`src/hdl/assert_macros.svh`:
```
// assertion helpers for the rtl
`ifndef ASSERT_MACROS_SVH
`define ASSERT_MACROS_SVH

// condition must hold at every clock edge out of reset
`define ASSERT_ALWAYS(label, clk, rst_n, cond, msg) \
  label: assert property (@(posedge clk) disable iff (!rst_n) (cond)) else $error(msg);

// antecedent implies consequent in the same cycle
`define ASSERT_IMPLIES(label, clk, rst_n, ante, cons, msg) \
  label: assert property (@(posedge clk) disable iff (!rst_n) (ante) |-> (cons)) \
    else $error(msg);

`endif

```
`src/hdl/irnpsd_pkg.sv`:
```
`timescale 1ns / 1ps
// ----------------------------------------------------------------------------
// irnpsd_pkg
// Types and constants shared by the ir pulse/space decoder.
// ----------------------------------------------------------------------------
package irnpsd_pkg;

  localparam int BYTE_W      = 8;
  localparam int NIB_W       = 4;
  localparam int DUR_W       = 24;
  localparam int SUM_W       = 32;
  localparam int CFG_DATA_W  = 32;
  localparam int CFG_ADDR_W  = 3;
  localparam int CFG_IDX_W   = 1;
  localparam int QUEUE_DEPTH = 2;

  localparam logic [DUR_W-1:0]     GAP_LIMIT_RST = 24'd15999999;
  localparam logic [DUR_W-1:0]     DUR_MAX       = 24'hFFFFFF;
  localparam logic [SUM_W-1:0]     SUM_MAX       = 32'hFFFFFFFF;
  localparam logic [NIB_W-1:0]     NIB_ESC       = 4'hF;
  localparam logic [BYTE_W-1:0]    BYTE_IDLE     = 8'hFF;
  localparam logic [CFG_IDX_W-1:0] REG_GAP_LIMIT = 1'b0;

  // one decoded byte as handed from the front to the back
  typedef struct packed {
    logic              pulse_en;
    logic [BYTE_W-1:0] pulse_code;
    logic              space_en;
    logic [BYTE_W-1:0] space_code;
    logic              set_idle;
  } cmd_t;

endpackage

```
`src/hdl/irnpsd_in_if.sv`:
```
`timescale 1ns / 1ps
// ----------------------------------------------------------------------------
// irnpsd_in_if
// Input channel: received byte with its microsecond timestamp.
// ----------------------------------------------------------------------------
interface irnpsd_in_if #(
  parameter int TIME_WIDTH = 40
);
  logic                              valid;
  logic                              ready;
  logic [irnpsd_pkg::BYTE_W-1:0]     rx_byte;
  logic [TIME_WIDTH-1:0]             now_us;

  modport source (output valid, output rx_byte, output now_us, input ready);
  modport sink   (input valid, input rx_byte, input now_us, output ready);
endinterface

```
`src/hdl/irnpsd_out_if.sv`:
```
`timescale 1ns / 1ps
// ----------------------------------------------------------------------------
// irnpsd_out_if
// Result channel: one pulse, space or leading gap duration per beat.
// ----------------------------------------------------------------------------
interface irnpsd_out_if;
  logic                         valid;
  logic                         ready;
  logic [irnpsd_pkg::DUR_W-1:0] duration_us;
  logic                         is_pulse;
  logic                         last;

  modport source (output valid, output duration_us, output is_pulse, output last,
                  input ready);
  modport sink   (input valid, input duration_us, input is_pulse, input last,
                  output ready);
endinterface

```
`src/hdl/irnpsd_queue.sv`:
```
`timescale 1ns / 1ps
// ----------------------------------------------------------------------------
// irnpsd_queue
// Short command queue between the byte decoder and the result sequencer.
// ----------------------------------------------------------------------------
module irnpsd_queue #(
  parameter int TIME_WIDTH = 40
) (
  input  logic                  clk,
  input  logic                  rst_n,
  input  logic                  push,
  input  irnpsd_pkg::cmd_t      push_cmd,
  input  logic [TIME_WIDTH-1:0] push_now,
  output logic                  full,
  input  logic                  pop,
  output logic                  valid,
  output irnpsd_pkg::cmd_t      pop_cmd,
  output logic [TIME_WIDTH-1:0] pop_now
);
  localparam int DEPTH = irnpsd_pkg::QUEUE_DEPTH;
  localparam int PTR_W = (DEPTH > 1) ? $clog2(DEPTH) : 1;
  localparam int CNT_W = $clog2(DEPTH + 1);

  irnpsd_pkg::cmd_t      cmd_mem [DEPTH];
  logic [TIME_WIDTH-1:0] now_mem [DEPTH];
  logic [PTR_W-1:0]      wr_ptr_r;
  logic [PTR_W-1:0]      rd_ptr_r;
  logic [CNT_W-1:0]      count_r;
  logic                  do_push;
  logic                  do_pop;

  assign full    = (count_r == CNT_W'(DEPTH));
  assign valid   = (count_r != '0);
  assign do_push = push && !full;
  assign do_pop  = pop && valid;
  assign pop_cmd = cmd_mem[rd_ptr_r];
  assign pop_now = now_mem[rd_ptr_r];

  always_ff @(posedge clk) begin
    if (do_push) begin
      cmd_mem[wr_ptr_r] <= push_cmd;
      now_mem[wr_ptr_r] <= push_now;
    end
  end

  always_ff @(posedge clk) begin
    if (!rst_n) begin
      wr_ptr_r <= '0;
      rd_ptr_r <= '0;
      count_r  <= '0;
    end else begin
      if (do_push) begin
        wr_ptr_r <= (wr_ptr_r == PTR_W'(DEPTH - 1)) ? '0 : wr_ptr_r + 1'b1;
      end
      if (do_pop) begin
        rd_ptr_r <= (rd_ptr_r == PTR_W'(DEPTH - 1)) ? '0 : rd_ptr_r + 1'b1;
      end
      unique case ({do_push, do_pop})
        2'b10:   count_r <= count_r + 1'b1;
        2'b01:   count_r <= count_r - 1'b1;
        default: count_r <= count_r;
      endcase
    end
  end
endmodule

```
`src/hdl/irnpsd_front.sv`:
```
`timescale 1ns / 1ps
// ----------------------------------------------------------------------------
// irnpsd_front
// Byte decoder: tracks the escape phase and turns each byte into a command.
// ----------------------------------------------------------------------------
module irnpsd_front #(
  parameter int TIME_WIDTH = 40
) (
  input  logic                  clk,
  input  logic                  rst_n,
  irnpsd_in_if.sink             in_ch,
  input  logic                  q_full,
  output logic                  q_push,
  output irnpsd_pkg::cmd_t      q_cmd,
  output logic [TIME_WIDTH-1:0] q_now
);
  typedef enum logic [1:0] {
    PH_PULSE_SPACE,
    PH_FULL_PULSE,
    PH_FULL_SPACE,
    PH_IGNORE_PULSE
  } phase_t;

  phase_t                          phase_r;
  phase_t                          phase_nxt;
  irnpsd_pkg::cmd_t                cmd;
  logic                            accept;
  logic [irnpsd_pkg::NIB_W-1:0]    hi_nib;
  logic [irnpsd_pkg::NIB_W-1:0]    lo_nib;

  assign in_ch.ready = !q_full;
  assign accept      = in_ch.valid && !q_full;
  assign hi_nib      = in_ch.rx_byte[irnpsd_pkg::BYTE_W-1:irnpsd_pkg::NIB_W];
  assign lo_nib      = in_ch.rx_byte[irnpsd_pkg::NIB_W-1:0];

  always_comb begin
    cmd       = '0;
    phase_nxt = phase_r;
    unique case (phase_r)
      PH_PULSE_SPACE: begin
        if (hi_nib == irnpsd_pkg::NIB_ESC) begin
          phase_nxt = PH_FULL_PULSE;
        end else begin
          cmd.pulse_en   = 1'b1;
          cmd.pulse_code = irnpsd_pkg::BYTE_W'(hi_nib);
          if (lo_nib == irnpsd_pkg::NIB_ESC) begin
            phase_nxt = PH_FULL_SPACE;
          end else begin
            cmd.space_en   = 1'b1;
            cmd.space_code = irnpsd_pkg::BYTE_W'(lo_nib);
          end
        end
      end
      PH_FULL_PULSE: begin
        cmd.pulse_en   = 1'b1;
        cmd.pulse_code = in_ch.rx_byte;
        phase_nxt      = PH_IGNORE_PULSE;
      end
      PH_FULL_SPACE: begin
        // full space of all ones is the idle marker
        if (in_ch.rx_byte == irnpsd_pkg::BYTE_IDLE) begin
          cmd.set_idle = 1'b1;
        end else begin
          cmd.space_en   = 1'b1;
          cmd.space_code = in_ch.rx_byte;
        end
        phase_nxt = PH_PULSE_SPACE;
      end
      PH_IGNORE_PULSE: begin
        if (lo_nib == irnpsd_pkg::NIB_ESC) begin
          phase_nxt = PH_FULL_SPACE;
        end else begin
          cmd.space_en   = 1'b1;
          cmd.space_code = irnpsd_pkg::BYTE_W'(lo_nib);
        end
      end
      default: phase_nxt = phase_r;
    endcase
  end

  // escape bytes carry nothing for the back end
  assign q_push = accept && (cmd.pulse_en || cmd.space_en || cmd.set_idle);
  assign q_cmd  = cmd;
  assign q_now  = in_ch.now_us;

  always_ff @(posedge clk) begin
    if (!rst_n) begin
      phase_r <= PH_PULSE_SPACE;
    end else if (accept) begin
      phase_r <= phase_nxt;
    end
  end
endmodule

```
`src/hdl/irnpsd_back.sv`:
```
`timescale 1ns / 1ps
// ----------------------------------------------------------------------------
// irnpsd_back
// Result sequencer: leading gap, pulse and space durations, one per beat.
// ----------------------------------------------------------------------------
module irnpsd_back #(
  parameter int RESOLUTION_US = 256,
  parameter int TIME_WIDTH    = 40
) (
  input  logic                         clk,
  input  logic                         rst_n,
  input  logic [irnpsd_pkg::DUR_W-1:0] gap_limit,
  input  logic                         q_valid,
  input  irnpsd_pkg::cmd_t             q_cmd,
  input  logic [TIME_WIDTH-1:0]        q_now,
  output logic                         q_pop,
  irnpsd_out_if.source                 out_ch
);
  localparam int DUR_W = irnpsd_pkg::DUR_W;
  localparam int SUM_W = irnpsd_pkg::SUM_W;
  localparam int HALF  = RESOLUTION_US / 2;

  typedef enum logic [2:0] {
    ST_FETCH,
    ST_ELAPSE,
    ST_GAP,
    ST_PULSE,
    ST_SPACE
  } state_t;

  state_t                state_r;
  irnpsd_pkg::cmd_t      cmd_r;
  logic [TIME_WIDTH-1:0] now_r;
  logic [TIME_WIDTH-1:0] start_r;
  logic [TIME_WIDTH-1:0] elapsed_r;
  logic [SUM_W-1:0]      sum_r;
  logic                  idle_r;
  logic                  seen_r;
  logic                  out_valid_r;
  logic [DUR_W-1:0]      out_dur_r;
  logic                  out_pulse_r;
  logic                  out_last_r;

  logic                  slot_free;
  logic                  emit;
  logic [irnpsd_pkg::BYTE_W-1:0] code;
  logic [DUR_W-1:0]      dur;
  logic [SUM_W:0]        sum_add;
  logic [SUM_W-1:0]      sum_sat;
  logic [DUR_W-1:0]      gap;

  assign slot_free = !out_valid_r || out_ch.ready;
  assign q_pop     = (state_r == ST_FETCH) && q_valid;
  // a beat is loaded into the output register in any result state with room
  assign emit      = slot_free && ((state_r == ST_GAP) || (state_r == ST_PULSE) ||
                                   (state_r == ST_SPACE));

  // code*res + res/2 stays well inside 24 bits at the default resolution of 256
  assign code    = (state_r == ST_PULSE) ? cmd_r.pulse_code : cmd_r.space_code;
  assign dur     = DUR_W'(code) * DUR_W'(RESOLUTION_US) + DUR_W'(HALF);
  assign sum_add = {1'b0, sum_r} + (SUM_W + 1)'(dur);
  assign sum_sat = sum_add[SUM_W] ? irnpsd_pkg::SUM_MAX : sum_add[SUM_W-1:0];

  // elapsed is at most the limit here, so the low bits give the exact gap
  always_comb begin
    priority if (!seen_r || (elapsed_r > TIME_WIDTH'(gap_limit))) begin
      gap = irnpsd_pkg::DUR_MAX;
    end else if (elapsed_r < TIME_WIDTH'(sum_r)) begin
      gap = '0;
    end else begin
      gap = elapsed_r[DUR_W-1:0] - sum_r[DUR_W-1:0];
    end
  end

  assign out_ch.valid       = out_valid_r;
  assign out_ch.duration_us = out_dur_r;
  assign out_ch.is_pulse    = out_pulse_r;
  assign out_ch.last        = out_last_r;

  always_ff @(posedge clk) begin
    if (!rst_n) begin
      state_r     <= ST_FETCH;
      out_valid_r <= 1'b0;
      idle_r      <= 1'b1;
      seen_r      <= 1'b0;
      sum_r       <= '0;
      start_r     <= '0;
    end else begin
      if (emit) begin
        out_valid_r <= 1'b1;
      end else if (out_ch.ready) begin
        out_valid_r <= 1'b0;
      end
      unique case (state_r)
        ST_FETCH: begin
          if (q_valid) begin
            cmd_r <= q_cmd;
            now_r <= q_now;
            priority if (q_cmd.set_idle) begin
              idle_r <= 1'b1;
            end else if (q_cmd.pulse_en && idle_r) begin
              state_r <= ST_ELAPSE;
            end else if (q_cmd.pulse_en) begin
              state_r <= ST_PULSE;
            end else begin
              state_r <= ST_SPACE;
            end
          end
        end
        ST_ELAPSE: begin
          elapsed_r <= now_r - start_r;
          state_r   <= ST_GAP;
        end
        ST_GAP: begin
          if (slot_free) begin
            out_dur_r   <= gap;
            out_pulse_r <= 1'b0;
            out_last_r  <= 1'b0;
            start_r     <= now_r;
            seen_r      <= 1'b1;
            idle_r      <= 1'b0;
            sum_r       <= '0;
            state_r     <= ST_PULSE;
          end
        end
        ST_PULSE: begin
          if (slot_free) begin
            out_dur_r   <= dur;
            out_pulse_r <= 1'b1;
            out_last_r  <= !cmd_r.space_en;
            sum_r       <= sum_sat;
            state_r     <= cmd_r.space_en ? ST_SPACE : ST_FETCH;
          end
        end
        ST_SPACE: begin
          if (slot_free) begin
            out_dur_r   <= dur;
            out_pulse_r <= 1'b0;
            out_last_r  <= 1'b1;
            sum_r       <= sum_sat;
            state_r     <= ST_FETCH;
          end
        end
        default: state_r <= ST_FETCH;
      endcase
    end
  end
endmodule

```
`src/hdl/ir_nibble_pulse_space_decoder_unit.sv`:
```
`timescale 1ns / 1ps
// ----------------------------------------------------------------------------
// ir_nibble_pulse_space_decoder_unit
// Decodes nibble coded ir receiver bytes into pulse, space and gap durations.
// ----------------------------------------------------------------------------
// Bytes are taken one per cycle while the two-entry command queue has room;
// escape bytes end in the decoder and cost the back end nothing. The result
// sequencer fetches a command, forms the elapsed time ahead of a leading gap,
// then loads each result beat in turn (the idle marker needs only the fetch),
// and fetches the next command only once the last one's beats are loaded.
// Results leave through a single output register at up to one beat per cycle
// while the receiver is ready.
// gap_limit_us sits at byte address 0 of the cfg port and resets to 15999999.
module ir_nibble_pulse_space_decoder_unit #(
  parameter int RESOLUTION_US = 256,
  parameter int TIME_WIDTH    = 40
) (
  input  logic                              clk,
  input  logic                              rst_n,
  irnpsd_in_if.sink                         in_ch,
  irnpsd_out_if.source                      out_ch,
  input  logic                              cfg_psel,
  input  logic                              cfg_penable,
  input  logic                              cfg_pwrite,
  input  logic [irnpsd_pkg::CFG_ADDR_W-1:0] cfg_paddr,
  input  logic [irnpsd_pkg::CFG_DATA_W-1:0] cfg_pwdata,
  output logic [irnpsd_pkg::CFG_DATA_W-1:0] cfg_prdata,
  output logic                              cfg_pready
);
`include "assert_macros.svh"

  localparam int DUR_W = irnpsd_pkg::DUR_W;

  logic [DUR_W-1:0]                   gap_limit_r;
  logic [irnpsd_pkg::CFG_IDX_W-1:0]   cfg_idx;
  logic                               cfg_wr;

  logic                  q_push;
  logic                  q_full;
  logic                  q_pop;
  logic                  q_valid;
  irnpsd_pkg::cmd_t      q_in_cmd;
  irnpsd_pkg::cmd_t      q_out_cmd;
  logic [TIME_WIDTH-1:0] q_in_now;
  logic [TIME_WIDTH-1:0] q_out_now;

  // register file
  assign cfg_pready = 1'b1;
  assign cfg_idx    = cfg_paddr[irnpsd_pkg::CFG_ADDR_W-1:2];
  assign cfg_wr     = cfg_psel && cfg_penable && cfg_pwrite;
  assign cfg_prdata = (cfg_idx == irnpsd_pkg::REG_GAP_LIMIT) ?
                      irnpsd_pkg::CFG_DATA_W'(gap_limit_r) : '0;

  always_ff @(posedge clk) begin
    if (!rst_n) begin
      gap_limit_r <= irnpsd_pkg::GAP_LIMIT_RST;
    end else if (cfg_wr && (cfg_idx == irnpsd_pkg::REG_GAP_LIMIT)) begin
      gap_limit_r <= cfg_pwdata[DUR_W-1:0];
    end
  end

  irnpsd_front #(
    .TIME_WIDTH (TIME_WIDTH)
  ) u_front (
    .clk    (clk),
    .rst_n  (rst_n),
    .in_ch  (in_ch),
    .q_full (q_full),
    .q_push (q_push),
    .q_cmd  (q_in_cmd),
    .q_now  (q_in_now)
  );

  irnpsd_queue #(
    .TIME_WIDTH (TIME_WIDTH)
  ) u_queue (
    .clk      (clk),
    .rst_n    (rst_n),
    .push     (q_push),
    .push_cmd (q_in_cmd),
    .push_now (q_in_now),
    .full     (q_full),
    .pop      (q_pop),
    .valid    (q_valid),
    .pop_cmd  (q_out_cmd),
    .pop_now  (q_out_now)
  );

  irnpsd_back #(
    .RESOLUTION_US (RESOLUTION_US),
    .TIME_WIDTH    (TIME_WIDTH)
  ) u_back (
    .clk       (clk),
    .rst_n     (rst_n),
    .gap_limit (gap_limit_r),
    .q_valid   (q_valid),
    .q_cmd     (q_out_cmd),
    .q_now     (q_out_now),
    .q_pop     (q_pop),
    .out_ch    (out_ch)
  );

  `ASSERT_IMPLIES(a_no_push_when_full, clk, rst_n, q_push, !q_full, "push into full queue")
  `ASSERT_IMPLIES(a_no_pop_when_empty, clk, rst_n, q_pop, q_valid, "pop from empty queue")
  `ASSERT_ALWAYS(a_push_only_on_beat, clk, rst_n, !q_push || (in_ch.valid && in_ch.ready), "push without input beat")

endmodule

```
`src/flat_wrapper.sv`:
```
// flat-port wrapper written by rule: the top's interface ports become plain ports
module ir_nibble_pulse_space_decoder_unit_flat 
#(
  parameter int RESOLUTION_US = 256,
  parameter int TIME_WIDTH    = 40
)
  (clk, rst_n, cfg_psel, cfg_penable, cfg_pwrite, cfg_paddr, cfg_pwdata, cfg_prdata, cfg_pready, in_ch_valid, in_ch_rx_byte, in_ch_now_us, in_ch_ready, out_ch_valid, out_ch_duration_us, out_ch_is_pulse, out_ch_last, out_ch_ready);
  irnpsd_in_if #(.TIME_WIDTH(TIME_WIDTH)) in_ch_i ();
  irnpsd_out_if out_ch_i ();
  input  logic clk;
  input  logic rst_n;
  input  logic cfg_psel;
  input  logic cfg_penable;
  input  logic cfg_pwrite;
  input  logic [irnpsd_pkg::CFG_ADDR_W-1:0] cfg_paddr;
  input  logic [irnpsd_pkg::CFG_DATA_W-1:0] cfg_pwdata;
  output logic [irnpsd_pkg::CFG_DATA_W-1:0] cfg_prdata;
  output logic cfg_pready;
  input wire logic [$bits(in_ch_i.valid)-1:0] in_ch_valid;
  input wire logic [$bits(in_ch_i.rx_byte)-1:0] in_ch_rx_byte;
  input wire logic [$bits(in_ch_i.now_us)-1:0] in_ch_now_us;
  output wire logic [$bits(in_ch_i.ready)-1:0] in_ch_ready;
  output wire logic [$bits(out_ch_i.valid)-1:0] out_ch_valid;
  output wire logic [$bits(out_ch_i.duration_us)-1:0] out_ch_duration_us;
  output wire logic [$bits(out_ch_i.is_pulse)-1:0] out_ch_is_pulse;
  output wire logic [$bits(out_ch_i.last)-1:0] out_ch_last;
  input wire logic [$bits(out_ch_i.ready)-1:0] out_ch_ready;
  assign in_ch_i.valid = in_ch_valid;
  assign in_ch_i.rx_byte = in_ch_rx_byte;
  assign in_ch_i.now_us = in_ch_now_us;
  assign in_ch_ready = in_ch_i.ready;
  assign out_ch_valid = out_ch_i.valid;
  assign out_ch_duration_us = out_ch_i.duration_us;
  assign out_ch_is_pulse = out_ch_i.is_pulse;
  assign out_ch_last = out_ch_i.last;
  assign out_ch_i.ready = out_ch_ready;
  ir_nibble_pulse_space_decoder_unit #(.RESOLUTION_US(RESOLUTION_US), .TIME_WIDTH(TIME_WIDTH)) u_core (.clk(clk), .rst_n(rst_n), .in_ch(in_ch_i), .out_ch(out_ch_i), .cfg_psel(cfg_psel), .cfg_penable(cfg_penable), .cfg_pwrite(cfg_pwrite), .cfg_paddr(cfg_paddr), .cfg_pwdata(cfg_pwdata), .cfg_prdata(cfg_prdata), .cfg_pready(cfg_pready));
endmodule
```
`config.mk`:
```
export PLATFORM = sky130hd
export DESIGN_NAME = ir_nibble_pulse_space_decoder_unit_flat
export DESIGN_NICKNAME = d
export VERILOG_FILES = /design/src/hdl/irnpsd_pkg.sv /design/src/hdl/irnpsd_in_if.sv /design/src/hdl/irnpsd_out_if.sv /design/src/hdl/irnpsd_queue.sv /design/src/hdl/irnpsd_front.sv /design/src/hdl/irnpsd_back.sv /design/src/hdl/ir_nibble_pulse_space_decoder_unit.sv /design/src/flat_wrapper.sv
export VERILOG_INCLUDE_DIRS = /design/src /design/src/hdl
export SDC_FILE = /design/constraint.sdc
export NUM_CORES = 1
export LEC_CHECK = 0
export BUFFER_PORTS_ARGS = -buffer_cell sky130_fd_sc_hd__buf_2
export CORE_MARGIN = 2
export CORE_UTILIZATION = 65
export CTS_BUF_LIST = sky130_fd_sc_hd__clkbuf_8
export CTS_CLUSTER_DIAMETER = 30
export CTS_CLUSTER_SIZE = 25
export DETAILED_ROUTE_END_ITERATION = 16
export PLACE_DENSITY_LB_ADDON = 0.3
export SYNTH_ARGS = -nofsm -noshare
export SYNTH_HDL_FRONTEND = slang
export SYNTH_SLANG_ARGS = --single-unit
```
`constraint.sdc`:
```
create_clock -name clk -period 14.35 [get_ports clk]
set_input_delay 2.87 -clock clk [delete_from_list [all_inputs] [get_ports clk]]
set_output_delay 2.87 -clock clk [all_outputs]
set_load 0.05 [all_outputs]
```
[After elaboration in Yosys (flattened, before gate mapping)]
Memory sizes are Yosys's and may differ from the RTL's. A register that Yosys moved wholly into a read port is not among the register bits.
Cells that the tools add are included.
Cells by class
  add/subtract/negate cells: 8
  multiply operators: 0
  div/mod/pow operators: 0
  order comparisons: 2
  equality and inequality tests: 21
  shift-type cells: 0
  multiplexer cells: 47
  bitwise logic cells: 1
  reduce and logical (&&, ||, !) cells: 40
Operators with widths (count)
  two-way mux 24 bit: 5
  two-way mux 32 bit: 3
  case mux 32 bit (2 select lines): 1
  case mux 24 bit (2 select lines): 1
  > comparator 40 x 24 -> 1 bit: 1
  less-than comparator 40 x 32 -> 1 bit: 1
  subtractor 40 bit: 1
  adder 32 x 17 -> 33 bit: 1
  case mux 9 bit (3 select lines): 1
  two-way mux 3 bit: 8
  subtractor 24 bit: 1
  two-way mux 18 bit: 1
  two-way mux 9 bit: 2
  case mux 9 bit (2 select lines): 1
  adder 16 x 8 -> 17 bit (second input constant): 1
  two-way mux 1 bit: 15
  case mux 3 bit (5 select lines): 1
  != test 2 bit (second input constant): 6
  AND reduction 4 bit: 3
  nonzero test 2 bit: 6
  logical AND 1 bit: 10
  AND reduction 5 bit: 2
  == test 2 bit (second input constant): 4
  == test 4 bit (second input constant): 2
  24 further kinds: 41
Storage, ports and cells
  register bits after elaboration: 191
  bits in latches: 0
  RAM bits: 118
  memory bits (read-only): 0
  bits of input ports: 90
  output and inout port bits: 61
  logic and storage cells: 139
  memories kept: 2
Memory list
  u_core.u_queue.now_mem: words 2, bits a word 40, rd ports 1, clocked after Yosys merged registers in 1, write ports 1, RTL line irnpsd_queue.sv:25  | logic [TIME_WIDTH-1:0] now_mem [DEPTH];
  u_core.u_queue.cmd_mem: words 2, bits a word 19, rd ports 1, clocked after Yosys merged registers in 1, write ports 1, RTL line irnpsd_queue.sv:24  | irnpsd_pkg::cmd_t cmd_mem [DEPTH];

[Longest topological paths before layout]
  depth after elaboration: 10
  depth in mapped cells: 14
  mapped depth without buffers: 12

[Modules after synthesis]
Synthesis repeated with hierarchy kept, for this count alone.
Unflattened totals
  cells, all modules: 1737
  area total of the unflattened synthesis: 18417.7 µm²
By module, submodules not included
  irnpsd_back: instances 1, cells each 1293, area an instance 11994.0 µm²
  irnpsd_queue: instances 1, cells each 210, area an instance 4489.3 µm²
  ir_nibble_pulse_space_decoder_unit: instances 1, cells each 142, area an instance 1305.0 µm²
  irnpsd_front: instances 1, cells each 92, area an instance 629.4 µm²

[Least setup slack after synthesis]
Ideal clock, no wire load.
  path kind: input to output
  from: input port cfg_paddr[2] (netlist bit)
  to: output port cfg_prdata[10] (netlist bit)
  data arrival time: 3.879 ns
  required time: 11.480 ns
  setup slack: 7.601 ns
  stages: 3
  path through: clkbuf_1 -> clkbuf_1 -> nor2_1
Between the ends
  longest elaborated chain between the ends: 1
Ends and longest elaborated chain
  from (decl): RTL line flat_wrapper.sv:15  | input logic [irnpsd_pkg::CFG_ADDR_W-1:0] cfg_paddr;
  two-way mux 24 bit: RTL line ir_nibble_pulse_space_decoder_unit.sv:51  | assign cfg_prdata = (cfg_idx == irnpsd_pkg::REG_GAP_LIMIT) ?
  to (decl): RTL line flat_wrapper.sv:17  | output logic [irnpsd_pkg::CFG_DATA_W-1:0] cfg_prdata;
Every way passes these cells.

[Final worst setup path]
  from: input port cfg_paddr[2] (netlist bit)
  to: output port cfg_prdata[17] (netlist bit)
Same word-level chain as after synthesis.

==> impl_metrics.ini <==
[status]
outcome = completed

[routing]
drt_iter0_markers = 952
vias_per_cell = 6.08
first_pass_iters = 5
drc_errors = 0
wl_per_cell_um = 19.2
vias = 13471
routed_wl_um = 42500
ant_nets = 0

[global_route]
grt_pass1_vias = 13055
overflow = 0
grt_max_degree = 69
grt-busiest-layer = met2
use_met1_pct = 40.0
antenna_found_initial = 0
grt_first_pass_wirelength_um = 67100
grtUsageMet3_pct = 4.74
grt_use_total_pct = 29.6
grt_use_met2_pct = 48.5

[synthesis]
yosysWarnings = 0
synth.avg_cell_area_um2 = 10.7
synth.ff_latch_count = 344
synth_flop_cell = edfxtp_1
synth-async-reset-ratio_pct = 0
synth_area_mm2 = 0.0179
synth_edf_count = 241
seq_area_frac_synth_pct = 52.0
ys_types = 74
synthCells = 1677

[cells_and_area]
insertedDiodeCount = 0
final_cell_mix = edfxtp_1, nand2_1, buf_2
area_growth_pct = 14.5
final_common_cell = edfxtp_1
fin_nets = 2015
final_util_pct = 75.9
final_area_mm2 = 0.0205
drive_gt1_share_pct = 18.8

[timing]
report.final.slew_viol_count = 0
whs_ps = 463
worst_pin_slew_ps = 1070
final_hold_viol_count = 0
min_period_over_period_pct = 45.1
slew_headroom_pct = 28.6
rsz0062_at_grt = no
clock.fmax_mhz = 155
tns_ps = 0
period_minus_slack_ps = 6470
setup_viol_count_final = 0
fin_skew_ps = 29.4

[floorplanning]
core-area_mm2 = 0.0270
die_area_mm2 = 0.0289
start_util_pct = 66.2
die_h_um = 170
die_x_um = 170
io_pins = 151
core.rowCount = 60

[cts]
cts_resized = 0
root_buffer = clkbuf_8
clkSlewWorstSetupHoldPaths_ps = 60
insertion_delay_ps = 580
clk_path_buf_depth = 3
cts_hold_buffers = 0
cts_tree = built
htree_levels = 3
cts_made_buffers = 69
cts_sinks = 344
post_cts_buffers = 0

[worst_setup_path]
cp-end-kind = output pin
worstPathRequired_ps = 11480
critPathLaunchType = input pin
arrival_ps = 3600
crit_type = in2out
cp_max_fo = 26

[hold_path]
hold_class = reg2reg

[run]
max_cap_violations = 0

[pwr]
leakagePower_nw = 7.75
p_per_area_mw_per_mm2 = 193
ir_drop_v = 0.000128

[place]
portBuffers = 131
gp_congestion = 0.930
hpwlAfterDp_um = 28700
placed_area_mm2 = 0.0188
[Yosys cell counts (4+ instances only)]
cell / instances / area share, %
edfxtp_1: 241 / 40
nand2_1: 187 / 3.9
inv_1: 112 / 2.3
ha_1: 104 / 7.3
dfxtp_1: 103 / 12
a21oi_1: 100 / 2.8
nor2_1: 97 / 2.0
o21ai_0: 67 / 1.9
mux2_2: 65 / 4.1
a21boi_0: 63 / 2.6
a21o_1: 57 / 2.4
clkbuf_1: 54 / 1.1
xnor2_1: 39 / 1.9
nor3_1: 27 / 0.75
and2_1: 26 / 0.91
o211ai_1: 26 / 1.1
nand3_1: 25 / 0.70
o21a_1: 23 / 0.96
and3_1: 22 / 0.77
a31oi_1: 17 / 0.59
nand4_1: 17 / 0.59
xor2_1: 17 / 0.83
nand2b_1: 15 / 0.52
nor2b_1: 15 / 0.52
a211oi_1: 13 / 0.55
o31ai_1: 12 / 0.50
or3_1: 12 / 0.42
buf_4: 10 / 0.42
nor4_1: 10 / 0.35
buf_2: 8 / 0.22
o21bai_1: 8 / 0.34
buf_1: 6 / 0.13
a211o_1: 5 / 0.24
nor3b_1: 4 / 0.17
o21ai_1: 4 / 0.11
[cell families after synthesis]
group                      Yosys count  share of synthesized area (%)
AOI/OAI and AO/OA                  440                           16.9
xor gates and xnor gates            56                           2.74
adders and majority gates          107                           7.61
buffers and inverters              192                           4.31
DFF                                344                           52.0
muxes                               68                           4.26
other                                2                         0.0420
and+or+nand+nor                    468                           12.2
[area by class of cell]
| cell class | instances | area [um^2] |
|---|---|---|
| multi-input combinational | 1148 | 7880 |
| fill | 1764 | 6530 |
| tap | 341 | 427 |
| sequential | 344 | 9300 |
| inverter | 112 | 420 |
| clock inverter | 49 | 651 |
| clock buffer | 78 | 1070 |
| timing repair buffer | 143 | 746 |
[through the flow]
stage	setup WS [ps]	power, mW	std cells
finish	7880	3.96	2215
global route	7810	4.17	2215
CTS	7880	3.96	2215
detailed placement	7880	2.72	2088
global placement	7940	2.68	2088
floorplan	7600	2.40	1684
[registers in the layout (all words and copies together) (netlist names), 3 cells and up, named ones only]
register	flops
u_core.gap_limit_r	24
u_core.u_back.sum_r	26
u_core.u_queue.now_mem	80
u_core.u_queue.cmd_mem	38
u_core.u_back.now_r	40
u_core.u_back.cmd_r	17
u_core.u_back.state_r	3
u_core.u_back.elapsed_r	40
u_core.u_back.out_ch.duration_us	24
u_core.u_back.start_r	40
[worst paths after layout]
| path | to | slack, ps | depth (start not counted) | start |
|---|---|---|---|---|
| worst max-delay path | cfg_prdata[17] | 7880 | 3 | cfg_paddr[2] |
| worst min-delay path | u_core.u_back.start_r[27]$_SDFFE_PN0P_ | 460 | 2 | u_core.u_back.start_r[27]$_SDFFE_PN0P_ |
| worst max register to register | u_core.u_back.sum_r[26]$_SDFFE_PN0P_ | 9790 | 12 | u_core.u_back.state_r[0]$_SDFFE_PN0P_ |
| worst min register to register | u_core.u_back.start_r[27]$_SDFFE_PN0P_ | 460 | 2 | u_core.u_back.start_r[27]$_SDFFE_PN0P_ |
[layer usage]
layer  vias up  routed length, um
li1       6383                  -
met1      6432              18500
met2       554              20100
met3       102               2640
met4         0               1290
met5         -                  0
[power by group]
group | total [mW] | leakage, nW | switching, mW | internal [mW]
logic | 1.32 | 3.85 | 0.821 | 0.496
registers | 1.43 | 3.03 | 0.115 | 1.31
clock network | 1.22 | 0.877 | 0.462 | 0.753
total | 3.96 | 7.75 | 1.40 | 2.56
[critical path, cell delays in order]
cell and delay (ps):
buf_2 380, nor2_1 100, buf_2 230
No activity file was read; power rests on OpenSTA's default activity.
